[config.mk]
export PLATFORM = sky130hd
export DESIGN_NAME = ttb_rsp_fifo_flat
export DESIGN_NICKNAME = d
export VERILOG_FILES = /design/src/sv/ttb_pkg.sv /design/src/sv/ttb_ifs.sv /design/src/sv/ttb_rsp_fifo.sv /design/src/flat_wrapper.sv
export SDC_FILE = /design/constraint.sdc
export NUM_CORES = 1
export LEC_CHECK = 0
export ABC_CLOCK_PERIOD_IN_PS = 2000
export BUFFER_PORTS_ARGS = -buffer_cell sky130_fd_sc_hd__buf_2
export CAP_MARGIN = 20
export CORE_MARGIN = 2
export CORE_UTILIZATION = 30
export CTS_CLUSTER_DIAMETER = 80
export DETAILED_ROUTE_END_ITERATION = 16
export PLACE_DENSITY = 0.6
export SYNTH_ARGS = -nofsm -noshare
export SYNTH_HDL_FRONTEND = slang
export SYNTH_SLANG_ARGS = --single-unit
export TNS_END_PERCENT = 10
[constraint.sdc]
create_clock -name clk -period 2 [get_ports clk]
set_input_delay 0.1 -clock clk [delete_from_list [all_inputs] [get_ports clk]]
set_output_delay 0.1 -clock clk [all_outputs]
set_load 0.05 [all_outputs]
[src/sv/ttb_pkg.sv]
`timescale 1ns / 1ps

package ttb_pkg;

  // Default grid size
  localparam int MAX_COLUMNS_DEF = 64;
  localparam int MAX_ROWS_DEF    = 16;

  // Field widths
  localparam int CMD_W        = 3;
  localparam int CHAR_W       = 8;
  localparam int COORD_W      = 8;
  localparam int CURSOR_COL_W = 6;
  localparam int CURSOR_ROW_W = 4;

  // Configuration port
  localparam int CFG_IDX_W  = 1;
  localparam int CFG_DATA_W = 7;
  localparam int COLS_W     = 7;
  localparam int ROWS_W     = 5;

  localparam logic [CFG_IDX_W-1:0] REG_COLUMNS = 1'b0;
  localparam logic [CFG_IDX_W-1:0] REG_ROWS    = 1'b1;

  localparam logic [COLS_W-1:0] COLS_RESET = 7'd16;
  localparam logic [ROWS_W-1:0] ROWS_RESET = 5'd2;

  // Character codes
  localparam logic [CHAR_W-1:0] BLANK   = 8'h20;
  localparam logic [CHAR_W-1:0] NEWLINE = 8'h0A;
  localparam logic [CHAR_W-1:0] RETURN  = 8'h0D;

  typedef enum logic [CMD_W-1:0] {
    CMD_PUT   = 3'd0,
    CMD_GOTO  = 3'd1,
    CMD_CLEAR = 3'd2,
    CMD_READ  = 3'd3,
    CMD_ACK   = 3'd4
  } cmd_t;

  typedef enum logic [2:0] {
    ST_INIT,
    ST_IDLE,
    ST_SCROLL,
    ST_DRAIN,
    ST_PUT,
    ST_CLEAR,
    ST_READ
  } state_t;

  typedef struct packed {
    logic [CHAR_W-1:0]       cell_char;
    logic [CURSOR_COL_W-1:0] cursor_col;
    logic [CURSOR_ROW_W-1:0] cursor_row;
    logic                    buffer_changed;
    logic                    scroll_waiting;
  } rsp_t;

endpackage

[src/sv/ttb_ifs.sv]


interface ttb_rsp_if;
  logic                              valid;
  logic                              ready;
  logic [ttb_pkg::CHAR_W-1:0]        cell_char;
  logic [ttb_pkg::CURSOR_COL_W-1:0]  cursor_col;
  logic [ttb_pkg::CURSOR_ROW_W-1:0]  cursor_row;
  logic                              buffer_changed;
  logic                              scroll_waiting;

  modport source (output valid, cell_char, cursor_col, cursor_row, buffer_changed,
                  scroll_waiting, input ready);
  modport sink   (input valid, cell_char, cursor_col, cursor_row, buffer_changed,
                  scroll_waiting, output ready);
endinterface

[src/sv/ttb_rsp_fifo.sv]
`timescale 1ns / 1ps

// Two-entry result queue: two entries used in turn by a write and a read pointer.
module ttb_rsp_fifo (
  input  logic              clk,
  input  logic              rst,
  input  logic              push,
  input  ttb_pkg::rsp_t     push_data,
  output logic              room,
  ttb_rsp_if.source         rsp
);

  ttb_pkg::rsp_t ent [2];
  logic          wr_ptr;
  logic          rd_ptr;
  logic [1:0]    count;
  logic          pop;

  assign pop  = rsp.valid && rsp.ready;
  assign room = (count != 2'd2);

  always_ff @(posedge clk) begin
    if (rst) begin
      wr_ptr <= 1'b0;
      rd_ptr <= 1'b0;
      count  <= 2'd0;
    end else begin
      if (push) begin
        wr_ptr <= ~wr_ptr;
      end
      if (pop) begin
        rd_ptr <= ~rd_ptr;
      end
      count <= count + 2'(push) - 2'(pop);
    end
  end

  always_ff @(posedge clk) begin
    if (push) begin
      ent[wr_ptr] <= push_data;
    end
  end

  assign rsp.valid          = (count != 2'd0);
  assign rsp.cell_char      = ent[rd_ptr].cell_char;
  assign rsp.cursor_col     = ent[rd_ptr].cursor_col;
  assign rsp.cursor_row     = ent[rd_ptr].cursor_row;
  assign rsp.buffer_changed = ent[rd_ptr].buffer_changed;
  assign rsp.scroll_waiting = ent[rd_ptr].scroll_waiting;

endmodule

[src/flat_wrapper.sv]
// flat-port wrapper written by rule: the top's interface ports become plain ports
module ttb_rsp_fifo_flat 
  (clk, rst, push, push_data, room, rsp_valid, rsp_cell_char, rsp_cursor_col, rsp_cursor_row, rsp_buffer_changed, rsp_scroll_waiting, rsp_ready);
  ttb_rsp_if rsp_i ();
  input  logic clk;
  input  logic rst;
  input  logic push;
  input  ttb_pkg::rsp_t push_data;
  output logic room;
  output wire logic [$bits(rsp_i.valid)-1:0] rsp_valid;
  output wire logic [$bits(rsp_i.cell_char)-1:0] rsp_cell_char;
  output wire logic [$bits(rsp_i.cursor_col)-1:0] rsp_cursor_col;
  output wire logic [$bits(rsp_i.cursor_row)-1:0] rsp_cursor_row;
  output wire logic [$bits(rsp_i.buffer_changed)-1:0] rsp_buffer_changed;
  output wire logic [$bits(rsp_i.scroll_waiting)-1:0] rsp_scroll_waiting;
  input wire logic [$bits(rsp_i.ready)-1:0] rsp_ready;
  assign rsp_valid = rsp_i.valid;
  assign rsp_cell_char = rsp_i.cell_char;
  assign rsp_cursor_col = rsp_i.cursor_col;
  assign rsp_cursor_row = rsp_i.cursor_row;
  assign rsp_buffer_changed = rsp_i.buffer_changed;
  assign rsp_scroll_waiting = rsp_i.scroll_waiting;
  assign rsp_i.ready = rsp_ready;
  ttb_rsp_fifo u_core (.clk(clk), .rst(rst), .push(push), .push_data(push_data), .room(room), .rsp(rsp_i));
endmodule
==> metrics, run 1 <==
final worst slack=0.508 ns; Crit path required time=1.90 ns; htree depth=2; Crit path buffers/inverters=2; die footprint=6230 um^2; CTS tree=built; placed wire-length estimate=2.04 mm; final total power=0.00275 W; Slew @ Worst Pin=approximately 0.28 ns; row count=27; DRT iter0 DRCs=34; clock sink count=45; Clk Latency, worst-skew pair=just under 0.3 ns; crit path max fanout=11; GPL Wtd Cong=0.629; vias post-DR=962; critical path arrival=1.39 ns; Final #Nets=184; total gr overflow=0; post-synth net total=111; most frequent cells in the layout=buf_2 (45), edfxtp_1 (40), mux2_2 (20); Cell variety after synth=15; Mapped Avg Cell Area=between 15 and 20 um^2; Leakage=approximately 0.90 nW; DRT antenna net count=0; Area Overhead vs Synth=37.9%; sequential share of the synthesized area=77.3%; Top-Level Pins=46; final period utilization=74.6%; power per cell area=1180 nW/um^2; Final Hold Viols=0; Critical-path top delay cell=mux2_2; cell family with most CP delay=buffers and inverters; Worst VDD drop=0.000762 V; Synth Cell Area=1680 um^2; most common cell after layout, fill and taps aside=buf_2; hold crit path type=input pin to flop; Die H=just under 80 um; Setup Skew=around 0.0035 ns; Pins Over Slew Limit=0; critical path endpoint category=output pin; first-pass detailed-route iteration total=4; number of global-route vias before repair=1,036; CP peak stage delay=between 0.3 and 0.4 ns; Max Fclk=between 600 and 700 MHz; RSZ-0062 raised after global routing=false; Post-Syn Instances=85; antenna violations before repair=0; critical path class=flop to output pin; Worst-path clk slew=0.07 ns; detail-routed via count per cell=roughly 4.2; synthesis warning total=0; Post-Layout Inst Area=roughly 2300 um^2; drt wl/cell=12.9 um; antenna diode count=0; CTS root buffer=clkbuf_8; Die X=78.9 um; largest net degree at the start of global routing=21; Seq cells post-synth=45; post-CTS sizing=0; Initial Utilization=30.8%; share of cells above drive strength 1=roughly half; # Max-Cap Violations=0; Core Box Area=5470 um^2; first-pass GRT wire length=4.74 mm; GRT Total Usage=10.3%; status=complete, no violations; total negative slack=0 ns; CTS max path bufs=2; port bufs=45; final WL=2.98 mm; setup repair bufs after CTS=0; Slew HR=81.3%; CP cell instances=buf_4, mux2_2, buf_2; crit start category=flop; CTS Buf Count=5; area of placed instances=~2000 um^2; DRC violations left=0; dpl ws=0.607 ns; final setup vio count=0; Final Critical Period=1.49 ns
==> registers in the layout, summed over array words and instances, names as in the netlist, named ones only <==
| name | cells |
|---|---|
| u_core.ent | 40 |
| u_core.count | 2 |
| u_core.rd_ptr | 1 |
| u_core.wr_ptr | 1 |
==> kinds of logic after synthesis <==
| kind of cell | count (synthesis) | synth area share, % |
|---|---|---|
| flip-flops | 45 | 77.3 |
| multiplexers | 22 | 14.7 |
| AND/OR/NAND/NOR | 9 | 2.75 |
| buffers and inverters | 4 | 1.04 |
| XOR/XNOR | 2 | 1.86 |
| adder cells (fa/ha/maj) | 2 | 1.49 |
| AO/OA/AOI/OAI | 1 | 0.891 |
==> routing by layer <==
layer	wire length [um]	global-route usage, %	share of wire [%]
met1	1250	11.1	42
met5	0	0	0
met4	8	3.62	0.27
met2	1560	18.5	52
met3	169	3.86	5.7
==> worst register-to-register path, stage by stage (launching register included) <==
cell and delay [ns]:
dfxtp_1 0.36, o21a_4 0.23, ha_1 0.28, inv_1 0.05
ha_1 0.14, xnor3_1 0.21, nor2_1 0.08
==> worst paths after layout <==
check | startpoint | to | slack, ns | cells past startpoint
max | flop | rsp_cell_char[3] | 0.51 | 3
max reg2reg | u_core.count[1] | u_core.count[1] | 0.59 | 6
min reg2reg | u_core.wr_ptr | u_core.wr_ptr | 0.56 | 2
min | push_data[1] | u_core.ent[0][1] | 0.01 | 1
==> layout make-up <==
cell class,instances,area (um^2)
Sequential cell,45,1300
Tap cell,72,90.1
Fill cell,512,3150
Timing Repair Buffer,68,445
Multi-Input combinational cell,36,368
Clock buffer,5,68.8
Inverter,2,7.51
Clock inverter,3,41.3
==> stage by stage <==
step | cells | utilization, % | hold WS, ns
after detailed placement | 204 | 36.9 | 0.292
after global routing | 231 | 42.4 | 0.00815
after CTS | 230 | 42.2 | 0.000242
after floorplan | 85 | - | 0.172
final | 231 | 42.4 | 0.0107
after global placement | 204 | 36.9 | 0.289
==> timing repair <==
action	CTS	global route
hold buffers	18	1
hold endpoints to repair	36	2
setup endpoints to repair	0	0
==> cells in the mapped netlist <==
cell type | instances | area [um^2]
nand2_1 | 1 | 3.75
nor2b_1 | 3 | 18.8
or2_2 | 1 | 6.26
buf_2 | 2 | 10.0
and2_1 | 1 | 6.26
edfxtp_1 | 40 | 1200
dfxtp_1 | 5 | 100
nor2_1 | 3 | 11.3
mux2_2 | 20 | 225
xnor2_1 | 1 | 8.76
mux2_1 | 2 | 22.5
ha_1 | 2 | 25.0
inv_1 | 2 | 7.51
o21a_4 | 1 | 15.0
xnor3_1 | 1 | 22.5
==> report_power, final <==
group	internal [W]	total (W)	switching, W
sequential	0.00111	0.00115	0.0000417
clock	0.000367	0.000654	0.000287
combinational	0.000335	0.000940	0.000604
Power figures use the tool's default switching activity.
==> run 2: changes to the inputs <==
--- a/config.mk
+++ b/config.mk
@@ -5,14 +5,14 @@
 export SDC_FILE = /design/constraint.sdc
 export NUM_CORES = 1
 export LEC_CHECK = 0
-export ABC_CLOCK_PERIOD_IN_PS = 2000
+export ABC_CLOCK_PERIOD_IN_PS = 1300
 export BUFFER_PORTS_ARGS = -buffer_cell sky130_fd_sc_hd__buf_2
 export CAP_MARGIN = 20
 export CORE_MARGIN = 2
 export CORE_UTILIZATION = 30
 export CTS_CLUSTER_DIAMETER = 80
 export DETAILED_ROUTE_END_ITERATION = 16
-export PLACE_DENSITY = 0.6
+export PLACE_DENSITY = 0.61
 export SYNTH_ARGS = -nofsm -noshare
 export SYNTH_HDL_FRONTEND = slang
 export SYNTH_SLANG_ARGS = --single-unit
==> constraint.sdc (replaced) <==
create_clock -name clk -period 1.3 [get_ports clk]
set_input_delay 0.065 -clock clk [delete_from_list [all_inputs] [get_ports clk]]
set_output_delay 0.065 -clock clk [all_outputs]
set_load 0.05 [all_outputs]
==> run 2 against run 1 <==
Sequential power grew 56%. Power grew 73%. First-iteration DRC count grew 24%. Combinational power grew 120%. Utilization grew 6.8 points. Non-clock buffer count grew 9. Critical path depth is the same. Clock power grew 29%. Clock skew grew 0.0016 ns. Cell area grew 16%. Highest routed layer unchanged. Count of clock-buffer cells in the layout is the same. Cell count grew 3.9%. The run now ends with negative setup slack left.
==> metrics, run 2 (synthesis results as in run 1) <==
status=complete, but fails checks; failing checks=negative setup slack; share of cells above drive strength 1=53.6% (+3.9 points); hold crit path type=input pin to flop; DRC violations left=0 (unchanged); htree depth=2 (unchanged); drt wl/cell=13.9 um (+7.7%); antenna violations before repair=0 (unchanged); Crit path required time=1.24 ns (-0.66 ns); final worst slack=-0.0671 ns (-0.575 ns); power per cell area=1760 nW/um^2 (+49%); Biggest register=u_core.ent; dpl ws=-0.0816 ns (-0.688 ns); largest net degree at the start of global routing=16 (-24%); Slew @ Worst Pin=0.264 ns (-0.0165 ns); DRT iter0 DRCs=42 (+24%); Final Hold Viols=0 (unchanged); GPL Wtd Cong=0.623 (-1.0%); clock sink count=45 (unchanged); CTS tree=built; CP peak stage delay=0.40 ns (+0.04 ns); max reg flops=40 (unchanged); Leakage=1.08 nW (+21%); RSZ-0062 raised after global routing=true; critical path endpoint category=output pin; port bufs=45 (unchanged); Die X=78.9 um (unchanged); uppermost layer routed=met4; placed wire-length estimate=2.09 mm (+2.3%); Core Box Area=5470 um^2 (unchanged); antenna diode count=0 (unchanged); DRT antenna net count=0 (unchanged); most frequent cells in the layout=edfxtp_1 (40), buf_2 (24), buf_8 (22); Final #Nets=193 (+4.9%); Max Fclk=between 700 and 800 MHz; Top-Level Pins=46 (unchanged); vias post-DR=1,004 (+4.4%); CP cell instances=buf_6, mux2_4, buf_8; critical path class=flop to output pin; Clk Latency, worst-skew pair=0.29 ns (about the same); first-pass detailed-route iteration total=2 (-2); die footprint=6230 um^2 (unchanged); Setup Skew=0.00507 ns (+0.00158 ns); final WL=3.34 mm (+12%); Final Critical Period=1.37 ns; Crit path buffers/inverters=2 (unchanged); Slew HR=82.5% (+1.2 points); final total power=0.00474 W (+73%); Fillers=474 (-7.4%); final setup vio count=22 (+22); Metal-1 WL=1.34 mm (+7.7%); total gr overflow=0 (unchanged); area of placed instances=2050 um^2 (+1.5%); first-pass GRT wire length=5.19 mm (+9.5%); most common cell after layout, fill and taps aside=edfxtp_1; total negative slack=-1.20 ns (-1.20 ns); Worst-path clk slew=0.08 ns (about the same); Initial Utilization=30.8% (unchanged); Cells after DPL=208 (+2.0%); cell family with most CP delay=flip-flops; crit path max fanout=5 (-6); Pins Over Slew Limit=0 (unchanged); number of global-route vias before repair=1,069 (+3.2%); crit start category=flop; CTS Buf Count=5 (unchanged); Post-Layout Inst Area=2700 um^2 (+16%); GRT Total Usage=11.3% (+1.0 points); CTS root buffer=clkbuf_8; top flop regs=u_core.ent x40, u_core.count x2; Die H=78.9 um (unchanged); Area Overhead vs Synth=60.1%; # Max-Cap Violations=0 (unchanged); met2 WL=1.81 mm (+16%); row count=27 (unchanged); final period utilization=105%; detail-routed via count per cell=4.18 (+0.45%); Worst VDD drop=0.000809 V (+6.2%); Critical-path top delay cell=dfxtp_4; critical path arrival=1.30 ns (-0.09 ns); non-filler cells, final=240 (+3.9%); CTS max path bufs=2 (unchanged); routed wl met3=163 um (-3.6%)
run 2: where the power goes:
part	internal [W]	switching (W)
registers	0.00172	0.0000725
logic	0.00103	0.00108
clock network	0.000381	0.000461
total	0.00313	0.00161
run 2: final timing paths:
kind / slack [ns] / cells past startpoint / endpoint / start
setup / recovery: -0.07 / 3 / rsp_cell_char[6] / flop
hold / removal: 0.08 / 3 / u_core.wr_ptr / push
setup reg to reg: -0.04 / 6 / u_core.count[1] / u_core.count[0]
hold reg to reg: 0.56 / 2 / u_core.wr_ptr / u_core.wr_ptr
run 2: what timing repair did:
action,4_1_cts,5_1_grt
buffers inserted,1,0
endpoints found under the setup margin,23,23
pin swaps,1,0
resized for setup,93,1
hold buffers,21,0
cloned,2,0
endpoints found under the hold margin,43,0
run 2: stage by stage:
stage | hold WS [ns] | util (%)
floorplan | 0.137 | -
global placement | 0.252 | 37.5
detailed placement | 0.256 | 37.5
CTS | 0.0747 | 49.2
global route | 0.112 | 49.3
finish | 0.0774 | 49.3
run 2: final cells by class:
type | count | area (um^2) | share of cell area (%)
timing repair buffer | 77 | 747 | 27.7
clock buffer | 5 | 68.8 | 2.55
multi-input combinational | 36 | 455 | 16.9
tap | 72 | 90.1 | 3.34
inverter | 2 | 7.51 | 0.278
clock inverter | 3 | 21.3 | 0.789
sequential | 45 | 1310 | 48.4
run 2: tightest hold or removal path, cell delays in order:
cell and delay [ns]:
buf_2 0.12, xnor2_1 0.07, nor2_1 0.07
run 2: layer usage:
| metal | up-vias | track usage, % |
|---|---|---|
| met1 | 488 | 12.5 |
| met4 | 0 | 3.62 |
| met2 | 28 | 20.7 |
| met5 | - | 0 |
| met3 | 2 | 3.64 |
| li1 | 486 | - |
